### config.mk
export PLATFORM = sky130hd
export DESIGN_NAME = vsrc_div
export DESIGN_NICKNAME = d
export VERILOG_FILES = /design/src/rtl/core/vsrc_pkg.sv /design/src/rtl/core/vsrc_div.sv
export SDC_FILE = /design/constraint.sdc
export NUM_CORES = 1
export LEC_CHECK = 0
export BUFFER_PORTS_ARGS = -buffer_cell sky130_fd_sc_hd__buf_4
export CAP_MARGIN = 20
export CORE_MARGIN = 4
export CORE_UTILIZATION = 50
export DETAILED_ROUTE_END_ITERATION = 10
export HOLD_SLACK_MARGIN = 0.06
export PLACE_DENSITY_LB_ADDON = 0.05
export SYNTH_ARGS = -nofsm -noshare
export SYNTH_HDL_FRONTEND = slang
export SYNTH_SLANG_ARGS = --single-unit
### constraint.sdc
create_clock -name clk -period 2.4 [get_ports clk]
set_input_delay 0.12 -clock clk [delete_from_list [all_inputs] [get_ports clk]]
set_output_delay 0.12 -clock clk [all_outputs]
set_load 0.05 [all_outputs]
### src/rtl/core/vsrc_pkg.sv
// Shared types, widths and constants of the video sync rate controller.
package vsrc_pkg;

    // Window store geometry.
    localparam int DEF_WINDOW_DEPTH = 64;

    // Field widths.
    localparam int WIN_SIZE_W  = 7;
    localparam int THR_W       = 16;
    localparam int STEP_W      = 8;
    localparam int SPEED_W     = 10;
    localparam int TIME_W      = 32;
    localparam int DUR_W       = 16;
    localparam int RATE_W      = 10;
    localparam int CFG_DATA_W  = 16;
    localparam int CFG_IDX_W   = 3;

    // Largest window length that the size register can express.
    localparam int WIN_SIZE_MAX = (1 << WIN_SIZE_W) - 1;

    // Delay arithmetic: base times rate times speed, scaled down by 2^16.
    localparam int BASE_W = TIME_W + 1;
    localparam int RF_W   = RATE_W + SPEED_W;
    localparam int PROD_W = BASE_W + RF_W + 1;
    localparam int Q_FRAC = 16;

    // Stream word widths.
    localparam int IN_DATA_W  = 128;
    localparam int OUT_DATA_W = 80;

    // Register reset values.
    localparam logic [WIN_SIZE_W-1:0] RST_WINDOW_SIZE = 7'd5;
    localparam logic [THR_W-1:0]      RST_THR_WEAK    = 16'd50;
    localparam logic [THR_W-1:0]      RST_THR_STRONG  = 16'd100;
    localparam logic [THR_W-1:0]      RST_THR_SKIP    = 16'd200;
    localparam logic [THR_W-1:0]      RST_THR_RESET   = 16'd25;
    localparam logic [STEP_W-1:0]     RST_SPEED_STEP  = 8'd13;
    localparam logic [SPEED_W-1:0]    RST_SPEED_MAX   = 10'd320;
    localparam logic [SPEED_W-1:0]    RST_SPEED_MIN   = 10'd205;

    // Speed of 1.0 and the catch-up factor of 0.5, both Q2.8.
    localparam logic [SPEED_W-1:0] SPEED_ONE   = 10'd256;
    localparam logic [SPEED_W-1:0] SKIP_FACTOR = 10'd128;

    // Configuration register indexes.
    typedef enum logic [CFG_IDX_W-1:0] {
        REG_WINDOW_SIZE,
        REG_THR_WEAK,
        REG_THR_STRONG,
        REG_THR_SKIP,
        REG_THR_RESET,
        REG_SPEED_STEP,
        REG_SPEED_MAX,
        REG_SPEED_MIN
    } cfg_idx_t;

    // Sequencer states.
    typedef enum logic [2:0] {
        ST_IDLE,
        ST_UPDATE,
        ST_DIVIDE,
        ST_DECIDE,
        ST_SCALE,
        ST_MULTIPLY,
        ST_FINISH
    } state_t;

endpackage

### src/rtl/core/vsrc_div.sv
// Bit-serial signed divider, truncating toward zero, one quotient bit per cycle.
module vsrc_div
    import vsrc_pkg::*;
#(
    parameter int DIVIDEND_W = 38,
    parameter int DIVISOR_W  = 7,
    parameter int CNT_W      = $clog2(DIVIDEND_W + 1)
) (
    input  logic                         clk,
    input  logic                         rst_n,
    input  logic                         start,
    input  logic signed [DIVIDEND_W-1:0] dividend,
    input  logic        [DIVISOR_W-1:0]  divisor,
    output logic                         done,
    output logic signed [DIVIDEND_W-1:0] quotient
);

    logic                  busy_reg,  busy_next;
    logic [CNT_W-1:0]      cnt_reg,   cnt_next;
    logic                  neg_reg,   neg_next;
    logic [DIVIDEND_W-1:0] dq_reg,    dq_next;
    logic [DIVISOR_W-1:0]  rem_reg,   rem_next;
    logic [DIVISOR_W-1:0]  dvs_reg,   dvs_next;

    logic [DIVISOR_W:0]    rem_sh;
    logic [DIVISOR_W:0]    rem_diff;
    logic                  fits;

    // One restoring step: shift in the next dividend bit and try to subtract.
    always_comb
    begin
        rem_sh   = {rem_reg, dq_reg[DIVIDEND_W-1]};
        fits     = (rem_sh >= {1'b0, dvs_reg});
        rem_diff = rem_sh - {1'b0, dvs_reg};
    end

    // Control and datapath next values.
    always_comb
    begin
        busy_next = busy_reg;
        cnt_next  = cnt_reg;
        neg_next  = neg_reg;
        dq_next   = dq_reg;
        rem_next  = rem_reg;
        dvs_next  = dvs_reg;
        if (start)
        begin
            busy_next = 1'b1;
            cnt_next  = CNT_W'(DIVIDEND_W);
            neg_next  = dividend[DIVIDEND_W-1];
            dq_next   = dividend[DIVIDEND_W-1] ? -dividend : dividend;
            rem_next  = '0;
            dvs_next  = divisor;
        end
        else if (busy_reg && (cnt_reg != '0))
        begin
            cnt_next = cnt_reg - 1'b1;
            dq_next  = {dq_reg[DIVIDEND_W-2:0], fits};
            rem_next = fits ? rem_diff[DIVISOR_W-1:0] : rem_sh[DIVISOR_W-1:0];
        end
        else if (busy_reg)
        begin
            busy_next = 1'b0;
        end
    end

    // Control registers.
    always_ff @(posedge clk or negedge rst_n)
    begin
        if (!rst_n)
        begin
            busy_reg <= 1'b0;
            cnt_reg  <= '0;
        end
        else
        begin
            busy_reg <= busy_next;
            cnt_reg  <= cnt_next;
        end
    end

    // Datapath registers.
    always_ff @(posedge clk)
    begin
        neg_reg <= neg_next;
        dq_reg  <= dq_next;
        rem_reg <= rem_next;
        dvs_reg <= dvs_next;
    end

    assign done     = busy_reg && (cnt_reg == '0);
    assign quotient = neg_reg ? -$signed(dq_reg) : $signed(dq_reg);

endmodule

Yosys cells after proc, flatten, opt, wreduce, memory -nomap -nowiden
Cells that the tools add are included.
{"block": "word_totals", "output_inout_bits": 39, "elab_cells": 26, "input_bits": 48, "reg_bits": 60}
{"block": "op_classes", "n_reduce_logical": 5, "order_cmp": 1, "addsub": 4, "mux": 9, "n_eq_ne": 1}
{"cell": "$mux W38", "n": 4}
{"cell": "$neg A38 Y38", "n": 2}
{"cell": "$mux W6", "n": 2}
{"cell": "$ge A8 B7 Y1", "n": 1}
{"cell": "$mux W7", "n": 1}
{"cell": "$sub A7 B7 Y7", "n": 1}
{"cell": "$logic_not A6 Y1", "n": 1}
{"cell": "$reduce_bool A6 Y1", "n": 1}
{"cell": "$sub A6 B1 Y6 const B", "n": 1}
{"cell": "$logic_and A1 B1 Y1", "n": 2}
{"cell": "$mux W1", "n": 2}
{"cell": "$ne A2 B2 Y1 const B", "n": 1}
{"cell": "$reduce_bool A2 Y1", "n": 1}

Longest topological paths before layout
{"block": "logic_depth", "ltp_word": 4, "depth_mapped": 9, "depth_no_buf": 8}

Worst setup path before layout
No wires, ideal clock.
{"block": "synth_timing", "kind": "flip-flop to output port", "startpoint": "register dq_reg[15]", "endpoint": "output port quotient[29]", "required_time_ns": 2.280, "path_stages_with_launch": 6, "arrival_time_ns": 2.297, "slack_ns": -0.017, "path_buffers": 0, "path_cell_list": "edfxtp_1 or4_4 nor4_4 nand3_2 o31ai_1 xnor2_1"}
{"block": "synth_via", "elab_chain_len": 2}
{"element": "start, declared", "line": "vsrc_div.sv:21", "text": "logic [DIVIDEND_W-1:0] dq_reg, dq_next;"}
{"element": "start signal, assigned", "line": "vsrc_div.sv:86", "text": "dq_reg <= dq_next;"}
{"element": "$neg A38 Y38", "line": "vsrc_div.sv:92", "text": "assign quotient = neg_reg ? -$signed(dq_reg) : $signed(dq_reg);"}
{"element": "$mux W38", "line": "vsrc_div.sv:92"}
{"element": "end, declared", "line": "vsrc_div.sv:15", "text": "output logic signed [DIVIDEND_W-1:0] quotient"}
Every way passes these cells.

Final worst setup path
{"block": "layout_timing", "startpoint": "register dq_reg[14]", "endpoint": "output port quotient[35]"}
Same word-level chain as after synthesis.

==> results.rst <==
.. list-table::
   :header-rows: 1

   * - Metric
     - Value
   * - Starting DRC count in detailed routing
     - approximately 160
   * - Total core area
     - 8810 µm²
   * - Residual overflow from global routing
     - 0
   * - Count of unique library cells instantiated by Yosys
     - 60
   * - Clock buffer count from CTS
     - 9
   * - Count of synthesis-stage warnings from yosys
     - 0
   * - Total Negative Setup Slacks
     - -6020 ps
   * - Worst Setup Slack, final
     - -381 ps
   * - Largest net degree at the start of global routing
     - 68
   * - Number of nets in the synthesized netlist
     - 562
   * - Primary FF master, synth
     - sky130_fd_sc_hd__edfxtp_1
   * - Yosys top cell area share
     - between 30% and 40%
   * - Register bit total from synthesis
     - 60
   * - MaxCap Viol Count
     - 0
   * - Total number of H-tree levels
     - 3
   * - Final cycle utilization of the critical path
     - 116%
   * - ANT nets after route
     - 0
   * - Hold Path Class
     - input pin to asynchronous set/reset pin
   * - Fraction of layout cells with a size suffix above 1
     - between 30% and 40%
   * - Kind of critical path
     - flop to primary output
   * - Clock-pin slew of the registers on the worst-case setup and hold paths
     - about 80 ps
   * - TritonCTS clock tree
     - yes
   * - Post-Place Worst Slack
     - -124 ps
   * - Vias after detailed routing
     - 4,394
   * - Number of max-slew violations in the final report
     - 0
   * - Average detailed-routed wire length per instance
     - around 16 µm
   * - Root buf cell
     - sky130_fd_sc_hd__clkbuf_8
   * - Global-route total usage across every layer
     - between 20% and 30%
   * - Cell count after synthesis
     - approximately 500
   * - Number of flops mapped to enable cells by yosys
     - 46
   * - Startpoint class of the critical path
     - flop
   * - Insertion delay to the later sink of the worst-skew pair
     - 350 ps
   * - Top cells by area, synth
     - sky130_fd_sc_hd__edfxtp_1 30%, sky130_fd_sc_hd__xnor2_1 7.9%, sky130_fd_sc_hd__xor2_1 5.6%, sky130_fd_sc_hd__nor2_1 4.7%, sky130_fd_sc_hd__a21oi_1 4.0%
   * - Wire length of the first global-routing pass
     - a little under 20 mm
   * - Final hold viol count
     - 0
   * - Ports placed on the boundary
     - between 80 and 90
   * - Net count of the finished layout
     - 697
   * - Layout Skew
     - ~10 ps
   * - Combined area of all synthesized cells
     - ~4600 µm²
   * - Power density over the cells
     - 714 nW/µm²
   * - Number of antenna violations at the first check in global routing
     - 0
   * - Final setup viols
     - 24
   * - Remaining DRCs
     - 0
   * - Number of port buffers
     - 86
   * - Worst-path maximum fanout
     - 7
   * - Drt pass-1 iters
     - 5
   * - Unrepaired setup endpoints after global routing
     - true
   * - Final RePlAce weighted congestion
     - ~0.84
   * - Async set or reset register ratio after synthesis
     - between 10% and 20%
   * - Worst slew margin relative to its limit
     - 56.1%
   * - Arrival time at the worst endpoint
     - between 2000 and 3000 ps
   * - Total length of routed wires
     - approximately 12 mm
   * - Via density
     - 5.86
   * - Start of the worst register-to-register path
     - dq_reg[37]
   * - Violations in the final reports
     - setup timing
   * - Transition time at the pin with the least slew margin
     - between 600 and 700 ps
   * - Most used standard cell by instance count after synthesis
     - sky130_fd_sc_hd__nor2_1
   * - Cell taking the most area after synthesis
     - sky130_fd_sc_hd__edfxtp_1
   * - CP startpoint
     - dq_reg[14]
   * - Number of sinks handled by clock tree synthesis
     - 60
   * - Min Clock Period, post-route
     - approximately 2800 ps
   * - Outcome
     - finished with violations
   * - LEAKAGE
     - 0.00252 µW
   * - Worst path required time
     - about 2300 ps
   * - Fraction of the core area covered by cells at the end of the flow
     - a little over two thirds
   * - Estimated wirelength of the detail-placed design
     - between 8 and 9 mm
   * - Height of the die
     - between 100 and 150 µm
   * - Synth top cells by count
     - 57 x sky130_fd_sc_hd__nor2_1, 46 x sky130_fd_sc_hd__edfxtp_1, 41 x sky130_fd_sc_hd__xnor2_1, 36 x sky130_fd_sc_hd__a21oi_1, 29 x sky130_fd_sc_hd__xor2_1
   * - Initial Utilization
     - 51.7%
   * - Endpoint kind of the worst setup timing path
     - primary output
   * - Max frequency
     - about 360 MHz
   * - X dimension of the die
     - approximately 100 µm
   * - Total placed instance area
     - around 5600 µm²
   * - Via count of the first global-routing pass
     - approximately 4,100
   * - Max FFs per register
     - 38
   * - Row count
     - 34
   * - Die Footprint
     - approximately 11,000 µm²
   * - # diodes
     - 0
   * - Area growth syn-to-layout
     - 36.1%
   * - Sequential element share of the synthesized area
     - between 30% and 40%
   * - Design area
     - 6200 µm²
   * - Synthesized area divided by synthesized cell count
     - ~9.1 µm²
   * - Max Buffers Root-to-Sink
     - 2
   * - Worst ir drop on vdd
     - between 300 and 400 µV
final timing paths:
kind	to	slack, ps	depth (start not counted)
min reg2reg	rem_reg[6]	520	2
min in group clk	dq_reg[35]	140	3
max in group asynchronous	cnt_reg[0]	2150	2
max	quotient[35]	-380	8
max reg2reg	rem_reg[0]	110	8
min	cnt_reg[4]	120	2
placed cells by master, fill, tap and decap left out, types with 6 or more instances in the layout:
cell type | netlist | final
sky130_fd_sc_hd__clkbuf_8 | 0 | 10
sky130_fd_sc_hd__nor3_1 | 11 | 11
sky130_fd_sc_hd__buf_6 | 0 | 6
sky130_fd_sc_hd__nand2b_1 | 9 | 8
sky130_fd_sc_hd__buf_4 | 1 | 133
sky130_fd_sc_hd__nand3b_1 | 6 | 6
sky130_fd_sc_hd__dlygate4sd3_1 | 0 | 8
sky130_fd_sc_hd__xor2_1 | 29 | 29
sky130_fd_sc_hd__o41ai_1 | 11 | 8
sky130_fd_sc_hd__a21oi_1 | 36 | 36
sky130_fd_sc_hd__nand4_1 | 7 | 7
sky130_fd_sc_hd__inv_1 | 21 | 21
sky130_fd_sc_hd__o21ai_2 | 0 | 6
sky130_fd_sc_hd__nand2_1 | 26 | 23
sky130_fd_sc_hd__xnor2_2 | 0 | 7
sky130_fd_sc_hd__edfxtp_1 | 46 | 46
sky130_fd_sc_hd__or3_1 | 9 | 7
sky130_fd_sc_hd__o21ai_0 | 28 | 19
sky130_fd_sc_hd__a211o_1 | 6 | 6
sky130_fd_sc_hd__ha_1 | 11 | 11
sky130_fd_sc_hd__dfxtp_1 | 7 | 7
sky130_fd_sc_hd__a311oi_1 | 6 | 6
sky130_fd_sc_hd__nor2_1 | 57 | 55
sky130_fd_sc_hd__o31ai_1 | 21 | 15
sky130_fd_sc_hd__xnor2_1 | 41 | 34
sky130_fd_sc_hd__or2_2 | 6 | 6
sky130_fd_sc_hd__dfrtp_1 | 7 | 7
sky130_fd_sc_hd__nand3_1 | 17 | 16
per-stage QoR:
step	hold slack, ps	power (µW)	std cells
global route	128	4670	750
finish	116	4430	750
CTS	102	4400	741
global placement	-61.2	3370	714
detailed placement	-58.7	3420	714
floorplan	-176	2800	502
per-layer routing:
layer	vias to the layer above	global-route usage (%)	routed length, µm
li1	2139	-	-
met1	2095	31.3	5490
met2	143	37.8	5920
met3	17	3.69	707
met4	0	8.07	233
met5	-	0	0
cell families after synthesis:
logic type / after synthesis / synth area share (%)
adder cells (fa/ha/maj): 12 / 3.46
multiplexers: 1 / 0.220
AND/OR/NAND/NOR: 182 / 21.9
AO/OA/AOI/OAI: 132 / 19.9
flip-flops: 60 / 37.2
buffers and inverters: 45 / 3.82
XOR/XNOR: 70 / 13.5
area by class of cell:
cell class                 instances  area [µm²]
clock buffer                      11         163
fill                             686        2600
tap                              108         135
timing repair buffer             148        1170
sequential                        60        1700
multi-input combinational        397        2920
inverter                          21        78.8
clock inverter                     5        40.0
worst max-delay path: stages (launching register included):
cell                       delay [ps]
sky130_fd_sc_hd__edfxtp_1         410
sky130_fd_sc_hd__or4_4            560
sky130_fd_sc_hd__nor4_4           300
sky130_fd_sc_hd__buf_4            180
sky130_fd_sc_hd__nand3_4          150
sky130_fd_sc_hd__o31ai_1          260
sky130_fd_sc_hd__buf_4            150
sky130_fd_sc_hd__xnor2_2          120
sky130_fd_sc_hd__buf_6            180
what timing repair did:
item / in CTS / in global routing
pin swaps: 10 / 9
buffers inserted: 3 / 9
setup endpoints to repair: 26 / 30
hold endpoints to repair: 14 / 0
hold buffers: 8 / 0
gates resized for setup: 30 / 22
power by group:
group | switching, µW | internal (µW)
Combinational | 1240 | 823
Clock | 457 | 475
Sequential | 136 | 1290
Note: power is estimated with default switching activity, not from simulation.
